**src/ptt_pkg.sv**
```systemverilog
`timescale 1ns / 1ps
package ptt_pkg;

    localparam int KEY_W   = 64;
    localparam int APP_W   = 32;
    localparam int TIME_W  = 32;
    localparam int EXP_W   = 9;
    localparam int MODE_W  = 2;
    localparam int STAT_W  = 3;
    localparam logic [EXP_W-1:0] EXP_MAX = 9'd511;

    // request kinds
    localparam logic [MODE_W-1:0] MODE_INSERT = 2'd0;
    localparam logic [MODE_W-1:0] MODE_TAKE   = 2'd1;
    localparam logic [MODE_W-1:0] MODE_TICK   = 2'd2;

    typedef enum logic [STAT_W-1:0] {
        ST_STORED   = 3'd0,
        ST_REJECT   = 3'd1,
        ST_TAKEN    = 3'd2,
        ST_NOTFOUND = 3'd3,
        ST_TICK     = 3'd4
    } status_t;

    // sweep kinds of the scan engine
    typedef enum logic [1:0] {
        OP_CLEAR  = 2'd0,
        OP_EXPIRE = 2'd1,
        OP_OLDEST = 2'd2,
        OP_FIND   = 2'd3
    } scan_op_t;

    // one table entry as stored in the ram
    typedef struct packed {
        logic              valid;
        logic [KEY_W-1:0]  key;
        logic [APP_W-1:0]  app;
        logic [TIME_W-1:0] tstamp;
    } entry_t;

    typedef struct packed {
        logic     capture;
        logic     scan_start;
        scan_op_t scan_op;
        logic     evict_wr;
        logic     ins_wr;
        logic     take_wr;
        logic     tick;
        logic     set_status;
        status_t  status_val;
        logic     push;
    } dp_cmd_t;

    typedef struct packed {
        logic              scan_done;
        logic [MODE_W-1:0] mode;
        logic              key_zero;
        logic              app_zero;
        logic              full;
        logic              hit;
        logic              out_free;
    } dp_stat_t;

endpackage

```
**src/ptt_ctrl.sv**
```systemverilog
`timescale 1ns / 1ps
module ptt_ctrl (
    input  logic              aclk,
    input  logic              aresetn,
    input  logic              s_axis_tvalid,
    output logic              s_axis_tready,
    input  ptt_pkg::dp_stat_t stat,
    output ptt_pkg::dp_cmd_t  cmd
);
    import ptt_pkg::*;

    typedef enum logic [7:0] {
        S_CLEAR  = 8'b0000_0001,
        S_IDLE   = 8'b0000_0010,
        S_DISP   = 8'b0000_0100,
        S_EXPIRE = 8'b0000_1000,
        S_OLDEST = 8'b0001_0000,
        S_EVICT  = 8'b0010_0000,
        S_FIND   = 8'b0100_0000,
        S_RESP   = 8'b1000_0000
    } state_t;

    state_t state_reg, state_next;

    // state register
    always_ff @(posedge aclk) begin
        if (!aresetn) begin
            state_reg <= S_CLEAR;
        end else begin
            state_reg <= state_next;
        end
    end

    assign s_axis_tready = (state_reg == S_IDLE);

    // sequencing of sweeps and table updates
    always_comb begin
        state_next = state_reg;
        cmd        = '0;
        cmd.scan_op    = OP_FIND;
        cmd.status_val = ST_REJECT;
        case (state_reg)
            S_CLEAR: begin
                if (stat.scan_done) begin
                    state_next = S_IDLE;
                end
            end
            S_IDLE: begin
                if (s_axis_tvalid) begin
                    cmd.capture = 1'b1;
                    state_next  = S_DISP;
                end
            end
            S_DISP: begin
                case (stat.mode)
                    MODE_INSERT: begin
                        if (stat.key_zero || stat.app_zero) begin
                            cmd.set_status = 1'b1;
                            cmd.status_val = ST_REJECT;
                            state_next     = S_RESP;
                        end else if (stat.full) begin
                            cmd.scan_start = 1'b1;
                            cmd.scan_op    = OP_EXPIRE;
                            state_next     = S_EXPIRE;
                        end else begin
                            cmd.scan_start = 1'b1;
                            state_next     = S_FIND;
                        end
                    end
                    MODE_TAKE: begin
                        if (stat.key_zero) begin
                            cmd.set_status = 1'b1;
                            cmd.status_val = ST_NOTFOUND;
                            state_next     = S_RESP;
                        end else begin
                            cmd.scan_start = 1'b1;
                            state_next     = S_FIND;
                        end
                    end
                    MODE_TICK: begin
                        cmd.tick       = 1'b1;
                        cmd.set_status = 1'b1;
                        cmd.status_val = ST_TICK;
                        state_next     = S_RESP;
                    end
                    default: begin
                        cmd.set_status = 1'b1;
                        cmd.status_val = ST_REJECT;
                        state_next     = S_RESP;
                    end
                endcase
            end
            S_EXPIRE: begin
                if (stat.scan_done) begin
                    cmd.scan_start = 1'b1;
                    if (stat.full) begin
                        cmd.scan_op = OP_OLDEST;
                        state_next  = S_OLDEST;
                    end else begin
                        state_next  = S_FIND;
                    end
                end
            end
            S_OLDEST: begin
                if (stat.scan_done) begin
                    state_next = S_EVICT;
                end
            end
            S_EVICT: begin
                cmd.evict_wr   = 1'b1;
                cmd.scan_start = 1'b1;
                state_next     = S_FIND;
            end
            S_FIND: begin
                if (stat.scan_done) begin
                    cmd.set_status = 1'b1;
                    state_next     = S_RESP;
                    if (stat.mode == MODE_TAKE) begin
                        cmd.take_wr    = stat.hit;
                        cmd.status_val = stat.hit ? ST_TAKEN : ST_NOTFOUND;
                    end else begin
                        cmd.ins_wr     = 1'b1;
                        cmd.status_val = ST_STORED;
                    end
                end
            end
            S_RESP: begin
                if (stat.out_free) begin
                    cmd.push   = 1'b1;
                    state_next = S_IDLE;
                end
            end
            default: begin
                state_next = S_IDLE;
            end
        endcase
    end

endmodule

```
**config.mk**
```make
export PLATFORM = sky130hd
export DESIGN_NAME = ptt_ctrl
export DESIGN_NICKNAME = d
export VERILOG_FILES = /design/src/ptt_pkg.sv /design/src/ptt_ctrl.sv
export SDC_FILE = /design/constraint.sdc
export NUM_CORES = 1
export LEC_CHECK = 0
export ABC_AREA = 1
export BUFFER_PORTS_ARGS = -buffer_cell sky130_fd_sc_hd__buf_2
export CAP_MARGIN = 40
export CELL_PAD_IN_SITES_DETAIL_PLACEMENT = 1
export CELL_PAD_IN_SITES_GLOBAL_PLACEMENT = 1
export CORE_MARGIN = 2
export CORE_UTILIZATION = 34
export DETAILED_ROUTE_END_ITERATION = 10
export PLACE_DENSITY = 0.83
export SKIP_CTS_REPAIR_TIMING = 1
export SYNTH_ARGS = -nofsm -noshare
export SYNTH_HDL_FRONTEND = slang
export SYNTH_SLANG_ARGS = --single-unit
```
**constraint.sdc**
```tcl
create_clock -name aclk -period 2.5 [get_ports aclk]
set_clock_uncertainty 0.15 [all_clocks]
set_input_delay 0.25 -clock aclk [delete_from_list [all_inputs] [get_ports aclk]]
set_output_delay 0.25 -clock aclk [all_outputs]
set_load 0.005 [all_outputs]
```
==> flow_summary_export.csv <==
group,metric,value,unit
run_status,status,"finished clean",
detailed_routing,routed.top_layer,"met4",
sta,setup_viol,0,
synthesis,ys_ff_latch,8,
place,portBuffers,24,
synthesis,syn_avg_cell_area,5.80,sq um
global_routing,grtUsageTotal,0.199,
die,start_util,0.368,
die,rows,16,
critical_path,required,2.10,ns
cells_and_area,fin_area,913,sq um
detailed_routing,num_vias,883,
clock_tree,root_buffer,"clkbuf_4",
detailed_routing,first_pass_iters,4,
sta,rsz0062_at_grt,"false",
global_routing,grt_overflow,0,
clock_tree,clock_path_buffers,2,
power_and_ir_drop,p_total,0.309,mW
detailed_routing,wl,2210,um
detailed_routing,wl_met3,111,um
place,placed_cells,178,
cells_and_area,largest_register_ffs,8,
critical_path,start_kind,"flop",
flow_run,cap_violations,0,
detailed_routing,drc,0,
cells_and_area,drive_gt1_frac,0.305,
cells_and_area,diodes,0,
cells_and_area,stdcell_count,181,
detailed_routing,vias_per_cell,4.88,
global_routing,antenna_found_initial,0,
sta,slew_viol_final,0,
synthesis,ys_warn_count,0,
synthesis,syn-instance-count,127,
place,placed_cell_area,891,sq um
synthesis,yosysUniqueCellTypes,20,
power_and_ir_drop,p_per_area,338,mW/mm^2
sta,setup_ws,0.485,ns
die,die-height,50.6,um
sta,timing.final.crit_share,0.806,
sta,fmax,496,MHz
detailed_routing,wl_met1,949,um
clock_tree,cts_tree,"done",
sta,hold_viol_final,0,
sta,relSlewSlack,0.774,
clock_tree,cts_sinks,8,
synthesis,synth_area,737,sq um
detailed_routing,postRouteAntennaNets,0,
power_and_ir_drop,ir_drop,136,uV
critical_path,rrSetupSlack,0.92,ns
critical_path,cp.arrival,1.61,ns
critical_path,crit_type,"reg -> out",
cells_and_area,layout.nets,167,
synthesis,syn_nets,138,
detailed_routing,drt_iter0_drc,14,
die,ios,25,
place,finalWeightedCongestion,0.833,
clock_tree,h-tree-depth,1,
clock_tree,clkTransAtPathRegs,0.05,ns
detailed_routing,wl_per_cell,12.2,um
power_and_ir_drop,cellLeakagePower,0.496,nW
synthesis,seq_area_frac_synth,0.217,
cells_and_area,layout_common_cells,"buf_2 (24), inv_1 (23), nor2_1 (22), nand2_1 (22), nand3_1 (17)",
clock_tree,cts_buffers,3,
sta,fin_tns_setup,0,ns
die,die_x,50.6,um
cells_and_area,final_core_util,0.456,
die,core-area,0.00200,sq mm
sta,worst_pin_slew,0.338,ns
place,preCtsSetupSlack,0.755,ns
critical_path,end_kind,"primary output",
cells_and_area,final_common_cell,"buf_2",
global_routing,grt_pass1_vias,962,
critical_path,path_max_fanout,5,
sta,timing.hold.ws,0.0976,ns
die,die-area,0.00256,sq mm
cells_and_area,syn_to_final_growth,23.9,%
clock_tree,clock_latency,0.26,ns
detailed_routing,wl_met2,1120,um
sta,post-route-min-period,2.01,ns
global_routing,grt_max_degree,8,
place,hpwl,1910,um
worst_hold_path,hold_class,"in -> reg",
global_routing,grt_pass1_wl,3910,um
## cell families (layout without fill, tap and decap cells)
group / count (synthesis) / after routing / synth area share
AO/OA/AOI/OAI: 11 / 11 / 0.0832
AND/OR/NAND/NOR: 81 / 81 / 0.562
buffers and inverters: 27 / 54 / 0.138
flip-flops: 8 / 8 / 0.217
## power by group
part           total (mW)  internal, mW  leakage, nW  switching, mW
Clock               0.101        0.0551       0.0138         0.0459
Sequential          0.138         0.132       0.0652        0.00530
Combinational      0.0703        0.0242        0.417         0.0461
## synthesized netlist by cell type
| cell type | number | share of area |
|---|---|---|
| inv_2 | 4 | 0.020 |
| nand2_2 | 4 | 0.034 |
| nand3b_1 | 1 | 0.010 |
| nor2_2 | 2 | 0.017 |
| nor3_2 | 1 | 0.014 |
| nor4_1 | 1 | 0.0085 |
| nand2_1 | 22 | 0.11 |
| a21oi_1 | 5 | 0.034 |
| nand3_2 | 2 | 0.027 |
| nor2_1 | 22 | 0.11 |
| nand3_1 | 17 | 0.12 |
| dfxtp_1 | 8 | 0.22 |
| o21ai_2 | 1 | 0.012 |
| nor2_4 | 5 | 0.076 |
| inv_1 | 23 | 0.12 |
| o31ai_1 | 1 | 0.010 |
| nand2_4 | 1 | 0.015 |
| o21ai_1 | 1 | 0.0068 |
| o21ai_0 | 3 | 0.020 |
| nor3_1 | 3 | 0.020 |
## critical path, cell delays in order (launching register included)
cell and delay (ns):
dfxtp_1 0.35, nor2_2 0.17, nand2_2 0.11, nor2_1 0.23, nand2_1 0.15, o21ai_0 0.17, nand2_1 0.06, buf_2 0.12
## final cells by class
cell class | count | area (sq um)
fill | 303 | 1090
multi-input combinational | 92 | 475
sequential | 8 | 160
timing repair buffer | 24 | 120
inverter | 27 | 101
tap | 27 | 33.8
clock buffer | 3 | 22.5
## worst paths after layout
path                                  start                   endpoint  cells past startpoint
setup / recovery  state_reg[1]$_SDFFE_PN0P_                     cmd[1]                      7
hold / removal                      aresetn  state_reg[0]$_SDFFE_PN1P_                      2
setup reg to reg  state_reg[1]$_SDFFE_PN0P_  state_reg[1]$_SDFFE_PN0P_                      8
hold reg to reg   state_reg[1]$_SDFFE_PN0P_  state_reg[1]$_SDFFE_PN0P_                      2
## layer usage
layer,up-vias,GRT usage
li1,451,-
met1,396,0.233
met2,32,0.373
met3,4,0.0179
met4,0,0.0721
met5,-,0
(Power assumes the default switching activity.)
